**src/rtl/hssc_pkg.sv**
```systemverilog
// Shared types, constants and lookup tables of the hall six-step commutator.
// No dependencies.
package hssc_pkg;

    localparam int IN_DATA_W   = 16;
    localparam int OUT_DATA_W  = 72;
    localparam int CFG_INDEX_W = 2;
    localparam int CFG_DATA_W  = 16;

    localparam logic [CFG_INDEX_W-1:0] CFG_DIRECTION = 2'd0;
    localparam logic [CFG_INDEX_W-1:0] CFG_LEAD_TIME = 2'd1;
    localparam logic [CFG_INDEX_W-1:0] CFG_LOW_TIME  = 2'd2;
    localparam logic [CFG_INDEX_W-1:0] CFG_PULSES    = 2'd3;

    localparam logic [9:0]  LEAD_RESET = 10'd50;
    localparam logic [15:0] LOW_RESET  = 16'd800;
    localparam logic [7:0]  PPR_RESET  = 8'd30;

    localparam logic [2:0] HALL_RESET     = 3'b101;
    localparam logic [2:0] SECTOR_INVALID = 3'd7;
    localparam logic [5:0] ALL_FLOAT      = 6'h2A;

    localparam logic [1:0] PHASE_LEAD  = 2'd0;
    localparam logic [1:0] PHASE_DRIVE = 2'd1;
    localparam logic [1:0] PHASE_LOW   = 2'd2;

    localparam int          DIV_STEPS       = 30;
    localparam int          DIV_CNT_W       = $clog2(DIV_STEPS);
    localparam logic [29:0] SPEED_NUMERATOR = 30'd600000000;
    localparam logic [24:0] SPEED_MAX       = 25'h1FFFFFF;

    typedef struct packed {
        logic accept;
        logic load_div;
        logic div_step;
        logic div_done;
        logic emit;
    } hssc_cmd_t;

    typedef struct packed {
        logic close_meas;
    } hssc_status_t;

    // Sector for hall pattern h1h2h3; SECTOR_INVALID for 000 and 111.
    function automatic logic [2:0] sector_lookup(input logic reverse, input logic [2:0] pat);
        logic [2:0] s;
        s = SECTOR_INVALID;
        if (!reverse) begin
            case (pat)
                3'd1: s = 3'd1;
                3'd2: s = 3'd3;
                3'd3: s = 3'd2;
                3'd4: s = 3'd5;
                3'd5: s = 3'd0;
                3'd6: s = 3'd4;
                default: s = SECTOR_INVALID;
            endcase
        end else begin
            case (pat)
                3'd1: s = 3'd4;
                3'd2: s = 3'd0;
                3'd3: s = 3'd5;
                3'd4: s = 3'd2;
                3'd5: s = 3'd3;
                3'd6: s = 3'd1;
                default: s = SECTOR_INVALID;
            endcase
        end
        return s;
    endfunction

    // Gate pattern A1,A2,B1,B2,C1,C2 driven in a sector.
    function automatic logic [5:0] drive_pattern(input logic [2:0] sec);
        logic [5:0] g;
        case (sec)
            3'd0: g = 6'h38;
            3'd1: g = 6'h2C;
            3'd2: g = 6'h0E;
            3'd3: g = 6'h0B;
            3'd4: g = 6'h23;
            3'd5: g = 6'h32;
            default: g = ALL_FLOAT;
        endcase
        return g;
    endfunction

endpackage

```
**src/rtl/hssc_ctrl.sv**
```systemverilog
// Controller of the hall six-step commutator: sequences accept, speed division and output.
// Depends on hssc_pkg.
module hssc_ctrl import hssc_pkg::*; (
    input  logic         aclk,
    input  logic         aresetn,
    input  logic         s_valid,
    output logic         s_ready,
    output logic         m_valid,
    input  logic         m_ready,
    input  hssc_status_t status,
    output hssc_cmd_t    cmd
);

    localparam logic [2:0] ST_IDLE = 3'd0;
    localparam logic [2:0] ST_MUL  = 3'd1;
    localparam logic [2:0] ST_DIV  = 3'd2;
    localparam logic [2:0] ST_FIN  = 3'd3;
    localparam logic [2:0] ST_EMIT = 3'd4;

    logic [2:0]           state_reg, state_next;
    logic [DIV_CNT_W-1:0] cnt_reg, cnt_next;
    logic                 m_valid_reg, m_valid_next;

    always_comb begin
        state_next = state_reg;
        cnt_next   = cnt_reg;
        cmd        = '0;
        s_ready    = 1'b0;
        case (state_reg)
            ST_IDLE: begin
                s_ready = 1'b1;
                if (s_valid) begin
                    cmd.accept = 1'b1;
                    state_next = status.close_meas ? ST_MUL : ST_EMIT;
                end
            end
            ST_MUL: begin
                cmd.load_div = 1'b1;
                cnt_next     = '0;
                state_next   = ST_DIV;
            end
            ST_DIV: begin
                cmd.div_step = 1'b1;
                cnt_next     = cnt_reg + 1'b1;
                if (cnt_reg == DIV_CNT_W'(DIV_STEPS - 1)) begin
                    state_next = ST_FIN;
                end
            end
            ST_FIN: begin
                cmd.div_done = 1'b1;
                state_next   = ST_EMIT;
            end
            ST_EMIT: begin
                if (!m_valid_reg || m_ready) begin
                    cmd.emit   = 1'b1;
                    state_next = ST_IDLE;
                end
            end
            default: begin
                state_next = ST_IDLE;
            end
        endcase
    end

    always_comb begin
        if (cmd.emit) begin
            m_valid_next = 1'b1;
        end else if (m_ready) begin
            m_valid_next = 1'b0;
        end else begin
            m_valid_next = m_valid_reg;
        end
    end

    always_ff @(posedge aclk) begin
        if (!aresetn) begin
            state_reg   <= ST_IDLE;
            cnt_reg     <= '0;
            m_valid_reg <= 1'b0;
        end else begin
            state_reg   <= state_next;
            cnt_reg     <= cnt_next;
            m_valid_reg <= m_valid_next;
        end
    end

    assign m_valid = m_valid_reg;

endmodule

```
**src/rtl/hssc_datapath.sv**
```systemverilog
// Datapath of the hall six-step commutator: settings, hall edge logic, phase timer,
// period count, bit-serial speed divider and output register. Depends on hssc_pkg.
module hssc_datapath import hssc_pkg::*; #(
    parameter int POSITION_WIDTH = 32,
    parameter int PERIOD_WIDTH   = 32,
    parameter int TIMER_WIDTH    = 16
) (
    input  logic                   aclk,
    input  logic                   aresetn,
    input  logic                   cfg_we,
    input  logic [CFG_INDEX_W-1:0] cfg_index,
    input  logic [CFG_DATA_W-1:0]  cfg_data,
    input  logic [IN_DATA_W-1:0]   s_data,
    input  hssc_cmd_t              cmd,
    output hssc_status_t           status,
    output logic [OUT_DATA_W-1:0]  out_data,
    output logic                   out_updated
);

    localparam int DIVW = PERIOD_WIDTH + 8;
    localparam int CMPW = (DIVW > DIV_STEPS + 1) ? DIVW : DIV_STEPS + 1;

    // settings
    logic        dir_reg;
    logic [9:0]  lead_reg;
    logic [15:0] low_reg;
    logic [7:0]  ppr_reg;

    // commutation state
    logic [2:0]                hall_reg, hall_next;
    logic [2:0]                sector_reg, sector_next;
    logic [1:0]                phase_reg, phase_next;
    logic [TIMER_WIDTH-1:0]    remain_reg, remain_next;
    logic [POSITION_WIDTH-1:0] pos_reg, pos_next;
    logic                      meas_reg, meas_next;
    logic [PERIOD_WIDTH-1:0]   period_reg, period_next;
    logic                      updated_reg, updated_next;
    logic [24:0]               speed_reg;

    // divider
    logic [DIVW-1:0]      divisor_reg;
    logic [DIV_STEPS-1:0] rem_reg, quo_reg;
    logic [DIV_STEPS:0]   rem_shift;
    logic [CMPW-1:0]      rem_diff;
    logic                 rem_ge;

    // output register
    logic [OUT_DATA_W-1:0] out_data_reg;
    logic                  out_updated_reg;

    logic                   h1, h2, h3;
    logic [10:0]            high_time;
    logic                   e1, e2, e3, any_edge;
    logic [2:0]             pat1, pat2, pat3;
    logic [2:0]             sec1, sec2, sec3, lk1, lk2, lk3;
    logic [2:0]             pos_delta;
    logic [PERIOD_WIDTH-1:0] period_inc;
    logic [TIMER_WIDTH-1:0] lead_t, low_t, high_t, remain_dec;

    assign h1        = s_data[0];
    assign h2        = s_data[1];
    assign h3        = s_data[2];
    assign high_time = s_data[13:3];

    // Edges are handled in the order 1, 2, 3; each lookup sees the lines handled so far.
    always_comb begin
        e1   = h1 != hall_reg[2];
        pat1 = {h1, hall_reg[1:0]};
        lk1  = sector_lookup(dir_reg, pat1);
        sec1 = (e1 && lk1 != SECTOR_INVALID) ? lk1 : sector_reg;

        e2   = h2 != hall_reg[1];
        pat2 = {pat1[2], h2, pat1[0]};
        lk2  = sector_lookup(dir_reg, pat2);
        sec2 = (e2 && lk2 != SECTOR_INVALID) ? lk2 : sec1;

        e3   = h3 != hall_reg[0];
        pat3 = {pat2[2:1], h3};
        lk3  = sector_lookup(dir_reg, pat3);
        sec3 = (e3 && lk3 != SECTOR_INVALID) ? lk3 : sec2;

        any_edge = e1 || e2 || e3;
    end

    assign status.close_meas = e2 && meas_reg;

    // Net position step from rising edges on hall 1 and hall 3, in -2..2.
    always_comb begin
        pos_delta = 3'd0;
        if (e1 && h1) begin
            pos_delta = h2 ? 3'd1 : 3'b111;
        end
        if (e3 && h3) begin
            pos_delta = pos_delta + (h2 ? 3'b111 : 3'd1);
        end
    end

    always_comb begin
        lead_t     = TIMER_WIDTH'(lead_reg);
        low_t      = TIMER_WIDTH'(low_reg);
        high_t     = TIMER_WIDTH'(high_time);
        if (lead_t == '0) lead_t = TIMER_WIDTH'(1);
        if (low_t == '0)  low_t  = TIMER_WIDTH'(1);
        if (high_t == '0) high_t = TIMER_WIDTH'(1);
        remain_dec = (remain_reg != '0) ? remain_reg - 1'b1 : remain_reg;
        period_inc = (meas_reg && period_reg != '1) ? period_reg + 1'b1 : period_reg;
    end

    always_comb begin
        hall_next    = {h1, h2, h3};
        sector_next  = sec3;
        pos_next     = pos_reg + {{(POSITION_WIDTH - 3){pos_delta[2]}}, pos_delta};
        meas_next    = meas_reg;
        period_next  = period_inc;
        updated_next = 1'b0;
        if (e2) begin
            if (!meas_reg) begin
                period_next = '0;
                meas_next   = 1'b1;
            end else begin
                meas_next    = 1'b0;
                updated_next = 1'b1;
            end
        end
        phase_next  = phase_reg;
        remain_next = remain_dec;
        if (any_edge) begin
            phase_next  = PHASE_LEAD;
            remain_next = lead_t;
        end else if (remain_dec == '0) begin
            if (phase_reg == PHASE_DRIVE) begin
                phase_next  = PHASE_LOW;
                remain_next = low_t;
            end else begin
                phase_next  = PHASE_DRIVE;
                remain_next = high_t;
            end
        end
    end

    // One restoring step: shift in the next numerator bit, subtract when it fits.
    always_comb begin
        rem_shift = {rem_reg, quo_reg[DIV_STEPS-1]};
        rem_diff  = CMPW'(rem_shift) - CMPW'(divisor_reg);
        rem_ge    = CMPW'(rem_shift) >= CMPW'(divisor_reg);
    end

    always_ff @(posedge aclk) begin
        if (!aresetn) begin
            dir_reg     <= 1'b0;
            lead_reg    <= LEAD_RESET;
            low_reg     <= LOW_RESET;
            ppr_reg     <= PPR_RESET;
            hall_reg    <= HALL_RESET;
            sector_reg  <= '0;
            phase_reg   <= PHASE_LEAD;
            remain_reg  <= TIMER_WIDTH'(LEAD_RESET);
            pos_reg     <= '0;
            meas_reg    <= 1'b0;
            period_reg  <= '0;
            updated_reg <= 1'b0;
            speed_reg   <= '0;
        end else begin
            if (cfg_we) begin
                case (cfg_index)
                    CFG_DIRECTION: dir_reg  <= cfg_data[0];
                    CFG_LEAD_TIME: lead_reg <= cfg_data[9:0];
                    CFG_LOW_TIME:  low_reg  <= cfg_data[15:0];
                    CFG_PULSES:    ppr_reg  <= cfg_data[7:0];
                    default: ;
                endcase
            end
            if (cmd.accept) begin
                hall_reg    <= hall_next;
                sector_reg  <= sector_next;
                phase_reg   <= phase_next;
                remain_reg  <= remain_next;
                pos_reg     <= pos_next;
                meas_reg    <= meas_next;
                period_reg  <= period_next;
                updated_reg <= updated_next;
            end
            if (cmd.div_done) begin
                speed_reg <= (quo_reg > DIV_STEPS'(SPEED_MAX)) ? SPEED_MAX : quo_reg[24:0];
            end
        end
    end

    always_ff @(posedge aclk) begin
        if (cmd.load_div) begin
            divisor_reg <= DIVW'(period_reg) * DIVW'(ppr_reg);
            rem_reg     <= '0;
            quo_reg     <= SPEED_NUMERATOR;
        end else if (cmd.div_step) begin
            rem_reg <= rem_ge ? DIV_STEPS'(rem_diff) : DIV_STEPS'(rem_shift);
            quo_reg <= {quo_reg[DIV_STEPS-2:0], rem_ge};
        end
        if (cmd.emit) begin
            out_data_reg <= {4'd0, speed_reg, 32'(pos_reg), phase_reg, sector_reg,
                             (phase_reg == PHASE_DRIVE) ? drive_pattern(sector_reg)
                                                        : ALL_FLOAT};
            out_updated_reg <= updated_reg;
        end
    end

    assign out_data    = out_data_reg;
    assign out_updated = out_updated_reg;

endmodule

```
**src/rtl/hall_six_step_commutator.sv**
```systemverilog
// Top level of the hall six-step commutator: stream ports, configuration port,
// controller and datapath. Depends on hssc_pkg, hssc_ctrl and hssc_datapath.
//
//  channel  | ports                          | moves
//  ---------+--------------------------------+-------------------------------------
//  input    | s_tvalid s_tready s_tdata      | one microsecond tick: halls, high time
//  result   | m_tvalid m_tready m_tdata/tuser| gates, sector, phase, position, speed
//  config   | cfg_we cfg_index cfg_data      | register write, no read-back
//
// A tick with no speed measurement closing goes from accept straight to the emit step.
// A tick that closes a measurement first runs one multiply, then the one-bit-per-cycle
// restoring divider, one step to saturate, then the emit step that loads the output.
// One tick is in work at a time; the next transfer is taken while a result waits.
// A stalled result holds in the output register and stalls only the next tick.
// Reset is synchronous on aresetn low and restores all settings and motor state.
module hall_six_step_commutator import hssc_pkg::*; #(
    parameter int POSITION_WIDTH = 32,
    parameter int PERIOD_WIDTH   = 32,
    parameter int TIMER_WIDTH    = 16
) (
    input  logic                   aclk,
    input  logic                   aresetn,
    // configuration
    input  logic                   cfg_we,
    input  logic [CFG_INDEX_W-1:0] cfg_index,
    input  logic [CFG_DATA_W-1:0]  cfg_data,
    // input ticks
    input  logic                   s_tvalid,
    output logic                   s_tready,
    input  logic [IN_DATA_W-1:0]   s_tdata,  // hall_one, hall_two, hall_three, high_time_us[10:0], pad
    // results
    output logic                   m_tvalid,
    input  logic                   m_tready,
    output logic [OUT_DATA_W-1:0]  m_tdata,  // gate_pins[5:0], sector[2:0], phase_mode[1:0],
                                             // position_count[31:0], speed_rpm_x10[24:0], pad
    output logic                   m_tuser   // speed_updated
);

    hssc_cmd_t    cmd;
    hssc_status_t status;

    // Sequence each tick: accept, optional speed division, then hand the result over.
    hssc_ctrl u_ctrl (
        .aclk    (aclk),
        .aresetn (aresetn),
        .s_valid (s_tvalid),
        .s_ready (s_tready),
        .m_valid (m_tvalid),
        .m_ready (m_tready),
        .status  (status),
        .cmd     (cmd)
    );

    // Hold settings and motor state; update the motor state on each accepted tick.
    hssc_datapath #(
        .POSITION_WIDTH (POSITION_WIDTH),
        .PERIOD_WIDTH   (PERIOD_WIDTH),
        .TIMER_WIDTH    (TIMER_WIDTH)
    ) u_datapath (
        .aclk        (aclk),
        .aresetn     (aresetn),
        .cfg_we      (cfg_we),
        .cfg_index   (cfg_index),
        .cfg_data    (cfg_data),
        .s_data      (s_tdata),
        .cmd         (cmd),
        .status      (status),
        .out_data    (m_tdata),
        .out_updated (m_tuser)
    );

endmodule

```
**config.mk**
```make
export PLATFORM = sky130hd
export DESIGN_NAME = hall_six_step_commutator
export DESIGN_NICKNAME = d
export VERILOG_FILES = /design/src/rtl/hssc_pkg.sv /design/src/rtl/hssc_ctrl.sv /design/src/rtl/hssc_datapath.sv /design/src/rtl/hall_six_step_commutator.sv
export SDC_FILE = /design/constraint.sdc
export NUM_CORES = 1
export LEC_CHECK = 0
export ABC_CLOCK_PERIOD_IN_PS = 18390
export BUFFER_PORTS_ARGS = -buffer_cell sky130_fd_sc_hd__buf_2
export CAP_MARGIN = 25
export CORE_MARGIN = 2
export CORE_UTILIZATION = 50
export DETAILED_ROUTE_END_ITERATION = 16
export GPL_TIMING_DRIVEN = 0
export PLACE_DENSITY = 0.66
export RECOVER_POWER = 25
export SLEW_MARGIN = 20
export SYNTH_ARGS = -nofsm -noshare
export SYNTH_HDL_FRONTEND = slang
export SYNTH_SLANG_ARGS = --single-unit
export TNS_END_PERCENT = 30
```
**constraint.sdc**
```tcl
create_clock -name aclk -period 18.39 [get_ports aclk]
set_input_delay 2.7585 -clock aclk [delete_from_list [all_inputs] [get_ports aclk]]
set_output_delay 2.7585 -clock aclk [all_outputs]
set_load 0.02 [all_outputs]
```
---- Yosys cells after proc, flatten, opt, wreduce, memory -nomap -nowiden ----
Cells that the tools add are included.
word-level totals
  flip-flop bits (word level) ............. 328
  input port bits ......................... 39
  logic and storage cells ................. 155
operators by class
  $add $sub $neg .......................... 6
  multiply operators ...................... 1
  magnitude comparators ................... 2
  eq/ne operators ......................... 42
  muxes and demuxes ....................... 51
  reduce and logical (&&, ||, !) cells .... 31
operators by type and width
  operator                 count
  $pmux W3 S6              6
  $mux W32                 3
  $mux W16                 5
  $mux W3                  14
  $ge A31 B40 Y1           1
  $mul A32 B8 Y40          1
  $eq A3 B3 Y1 const B     12
  $pmux W6 S6              1
  $add A32 B1 Y32 const B  1
  $add A32 B32 Y32         1
  $logic_not A16 Y1        2
  $ne A32 B32 Y1 const B   1
  $eq A3 B2 Y1 const B     10
  $gt A30 B25 Y1 const B   1
  $mux W30                 1
  $sub A30 B30 Y30         1
  $mux W25                 1
  $reduce_bool A16 Y1      1
  $sub A16 B1 Y16 const B  1
  $eq A3 B1 Y1 const B     5
  $pmux W3 S5              1
  $reduce_and A2 Y1        7
  $mux W1                  13
  $logic_not A11 Y1        1
  22 further kinds         42

---- Logic depth before layout (Yosys ltp) ----
  depth in word-level cells ............... 8
  gate-level depth with buffers ........... 20
  gate-level depth less buffers ........... 19

---- Hierarchy ----
From an unflattened synthesis, not the netlist that was laid out.
unflattened totals
  cell total of the unflattened synthesis .. 2679
  area total of the unflattened synthesis .. 24449.7 µm²
by module, submodules not included
  module         instances  cells each  area each (µm²)  seq. area each (µm²)
  hssc_datapath  1          2609        23845.4          7477.2
  hssc_ctrl      1          70          604.3            180.2

---- Worst setup path after synthesis ----
Ideal clock, no wire load.
  path kind ............................... input to register
  from .................................... input s_tdata[1]
  to ...................................... register u_datapath.pos_reg[29]
  library setup time ...................... 0.079 ns
  data arrival time ....................... 7.640 ns
  required time ........................... 18.311 ns
  path slack .............................. 10.671 ns
  cell stages on the path ................. 13
  path buffers ............................ 1
  cell sequence ........................... clkbuf_1 -> nand2_1 -> o21ai_0 -> ha_1 -> a21oi_1 -> nor2b_1 -> a311oi_1 -> o31ai_1 -> a211o_1 -> a31o_2 -> a41o_1 -> a211o_1 -> o211ai_1
between the ends
  cells in the longest elaborated chain, start to end .. 5
  elaborated cells between the ends (all ways) .. 6
  classes of those cells .................. add/sub (2); mux (4)
ends and longest elaborated chain
  item                    line                            text
  start: declaration      hall_six_step_commutator.sv:30  input logic [IN_DATA_W-1:0] s_tdata,
  $mux W3                 hssc_datapath.sv:91             pos_delta = h2 ? 3'd1 : 3'b111;
  $mux W3                 hssc_datapath.sv:90             if (e1 && h1) begin
  $add A3 B3 Y3           hssc_datapath.sv:94             pos_delta = pos_delta + (h2 ? 3'b111 : 3'd1);
  $mux W3 (*)             hssc_datapath.sv:93             if (e3 && h3) begin
  $add A32 B32 Y32 (*)    hssc_datapath.sv:112            pos_next = pos_reg + {{(POSITION_WIDTH - 3){pos_delta[2]}}, pos_delta};
  end signal: assignment  hssc_datapath.sv:178            pos_reg <= pos_next;
  end: declaration        hssc_datapath.sv:34             logic [POSITION_WIDTH-1:0] pos_reg, pos_next;
Mark *: on every way between the ends. The rest lies on a longest branch, timed or not.
A chain may end at the register's enable or synchronous reset.

---- Final worst setup path ----
  from .................................... register u_datapath.ppr_reg[7]
  to ...................................... register u_datapath.divisor_reg[37], data pin
between the ends
  cells in the longest elaborated chain, start to end .. 1
ends and longest elaborated chain
  item                      line                  text
  start: declaration        hssc_datapath.sv:27   logic [7:0] ppr_reg;
  start signal: assignment  hssc_datapath.sv:169  CFG_PULSES: ppr_reg <= cfg_data[7:0];
  $mul A32 B8 Y40           hssc_datapath.sv:191  divisor_reg <= DIVW'(period_reg) * DIVW'(ppr_reg);
  end signal: assignment    hssc_datapath.sv:191
  end: declaration          hssc_datapath.sv:41   logic [DIVW-1:0] divisor_reg;
No other way between the ends.

==> out/results.ini <==
[synthesis]
synth-edff-count=109
synth_area_per_cell_um2=9.04
ys_seq_area_share_pct=31.5
syn_area_um2=24300
ys.flop_type=dfxtp_1
ys_seq_elements=328
netlist_instances=2687
synth_cell_types=84
synthTopCellsByArea=dfxtp_1, fa_1, edfxtp_1
synth_top_area_cell=dfxtp_1
synth.most_common_cell=nand2_1
yosysWarningCount=0
synth_top_area_share_pct=18.0
synthTopCellsByCount=nand2_1, inv_1, dfxtp_1, and2_1, fa_1
synth-async-reset-ratio_pct=0

[critical_path]
setup.worst_path.end=u_datapath.divisor_reg[37]
critical_path_required_ns=18.67
cp-start-kind=flop
crit_slowest_cell=a311oi_1
path_class=flop to flop
cpMostUsedCell=fa_1
r2r_start=u_datapath.ppr_reg[7]
startpoint=u_datapath.ppr_reg[7]
crit_path_max_fanout=10
crit_arrival_ns=6.89
end_kind=flop
path_cells=clkbuf_1 -> and2_1 -> fa_1 -> fa_1 -> fa_1 -> inv_1 -> fa_1 -> inv_1 -> ha_1 -> o21a_1 -> o21ai_0 -> nor3_1 -> o2bb2ai_1 -> a211oi_1 -> nor2_1 -> a311oi_1 -> mux2i_1 -> o2111ai_1
rrSetupSlack_ns=11.78
worst_r2r_path_depth=18
cpPeakStageDelay_ns=0.65
r2r-end=u_datapath.divisor_reg[37]

[pwr]
switching_power_w=0.000595
p_sw_share_pct=30.4
seqPwrFrac_pct=43.0
p_int_w=0.00136
power.static_leakage_nw=12.0
ir_drop_uv=66.5
power_frac_clock_pct=37.4
powerDensity_nw_per_um2=72.7
pwr-share-comb_pct=19.6

[final_layout]
final_layout_size_suffix_gt1_share_pct=7.96
design_area_um2=26900
area_growth_pct=10.7
nets=3188
largest_reg_flops=68
diodes=0
fillCellCount=4346

[sta]
setup_violations=0
slew_headroom_pct=-9.71
fin_setup_tns_ns=0
worstMarginPinSlew_ns=1.65
slew_violations=33
fmax_mhz=151
fin_skew_ns=0.0204
period_needed_ns=6.61
hold_viol=0
finalCritPeriodShare_pct=36.0
rsz0062_at_grt=no

[grt]
grt_pass1_vias=19400
met2_usage_pct=41.8
antenna_found_initial=0
grt_util_met3_pct=3.91
grt_pass1_wl_mm=104
grt_overflow=0
grtUsageTotal_pct=25.8
grt_max_degree=38
busiest_layer=met2
grt_util_met1_pct=35.8

[placement]
placed_cell_area_um2=25700
portBuffers=105
place.gp.congestion=0.925
dp_hpwl_mm=49.8

[die]
dieArea_um2=50400
coreArea_um2=47800
start_util_pct=50.8
io_pins=114
die_h_um=224
die_x_um=224
core.rowCount=80

[clock_tree]
cts_post_setup_buffers_inserted=0
cts_resized=0
cts_tree=yes
htree_levels=2
root_buffer=clkbuf_16
clockBufferDepth=3
cts-hold-fix-buffers=0
clk_pin_slew_worst_paths_ns=0.06
cts_sinks=328
cts_buffers=38
clk_latency_ns=0.58

[detailed_routing]
dr.pass1.iters=6
drc=0
postRouteAntennaNets=0
drt_wl_total_mm=64.3
wl_per_cell_um=18.5
via_per_inst=5.70
initialDrtViolationCount=1387
routed-via-count=19800

[outcome]
status=finished with violations
violations=capacitance limit, slew limit

[worst_hold_path]
hp-class=flop to flop

[run]
drv_cap=1

cells by family after synthesis:
group / count (synthesis) / share of synthesized area [%]
multiplexers: 30 / 1.25
flip-flops: 328 / 31.5
XOR/XNOR: 107 / 3.86
adder cells (fa/ha/maj): 311 / 21.6
buffers and inverters: 415 / 6.53
AND/OR/NAND/NOR: 925 / 19.1
AO/OA/AOI/OAI: 570 / 16.1
other: 1 / 0.0154
cell type report:
cell class              instances  area, um^2  share of cell area (%)
multi-input cells            1947       15100                    56.1
flip-flops and latches        328        7660                    28.5
clock buffers                  55        1090                    4.04
inverters                     261         980                    3.64
well taps                     615         769                    2.86
plain buffers                 154         607                    2.26
repair buffers                108         577                    2.15
clock inverters                13         124                   0.461
placed cells by master (no fill, tap or decap), types with 39 or more instances in the layout:
master,n
a21o_1,58
fa_1,182
clkbuf_1,150
nor2_1,115
o21ai_0,89
nand2_1,303
edfxtp_1,109
and2_1,211
a21oi_1,166
clkbuf_16,39
inv_1,260
dfxtp_1,219
xnor2_1,74
ha_1,129
nand3_1,96
buf_2,110
power by group through the flow:
stage / registers [W] / clock network, W / logic, W
after floorplan: 0.000849 / 0 / 0.000275
after global placement: 0.000854 / 0 / 0.000371
after detailed placement: 0.000855 / 0 / 0.000379
after CTS: 0.000839 / 0.000750 / 0.000380
after global routing: 0.000846 / 0.000778 / 0.000426
final: 0.000841 / 0.000732 / 0.000383
metrics by stage:
step | power [W] | util, % | instances | setup WS, ns | hold slack [ns]
final | 0.00196 | 56.2 | 3481 | 11.78 | 0.434
after global routing | 0.00205 | 56.2 | 3481 | 11.42 | 0.444
after CTS | 0.00197 | 56.2 | 3481 | 11.80 | 0.439
after detailed placement | 0.00123 | 53.7 | 3413 | 11.78 | 0.419
after global placement | 0.00122 | 53.5 | 3410 | 8.92 | 0.415
after floorplan | 0.00112 | - | 2690 | 10.67 | 0.409
per-layer routing:
layer / vias to the layer above / share of wire, % / wire length, um
met4: 0 / 2.6 / 1700
li1: 9534 / - / -
met1: 9666 / 46 / 29800
met2: 544 / 46 / 29300
met3: 101 / 5.4 / 3440
met5: - / 0 / 0
worst max-delay path, delay by kind of cell (launching register included):
| kind | cells | cell delay [ns] |
|---|---|---|
| adder cells (fa/ha/maj) | 5 | 2.38 |
| flip-flops | 1 | 0.52 |
| buffers and inverters | 3 | 0.59 |
| AND/OR/NAND/NOR | 3 | 0.56 |
| multiplexers | 1 | 0.28 |
| AO/OA/AOI/OAI | 6 | 1.96 |
worst min-delay path by stage:
stage,from,endpoint,slack [ns],cells after the start
6_report,u_datapath.speed_reg[18],u_datapath.out_data[61],0.43,0
4_1_cts,u_datapath.speed_reg[8],u_datapath.out_data[51],0.44,0
3_3_place_gp,u_datapath.updated_reg,u_datapath.out_updated,0.41,0
2_1_floorplan,u_datapath.updated_reg,u_datapath.out_updated,0.41,0
3_5_place_dp,u_datapath.speed_reg[20],u_datapath.out_data[63],0.42,0
5_1_grt,u_datapath.speed_reg[13],u_datapath.out_data[56],0.44,0
No activity file was read; power rests on OpenSTA's default activity.
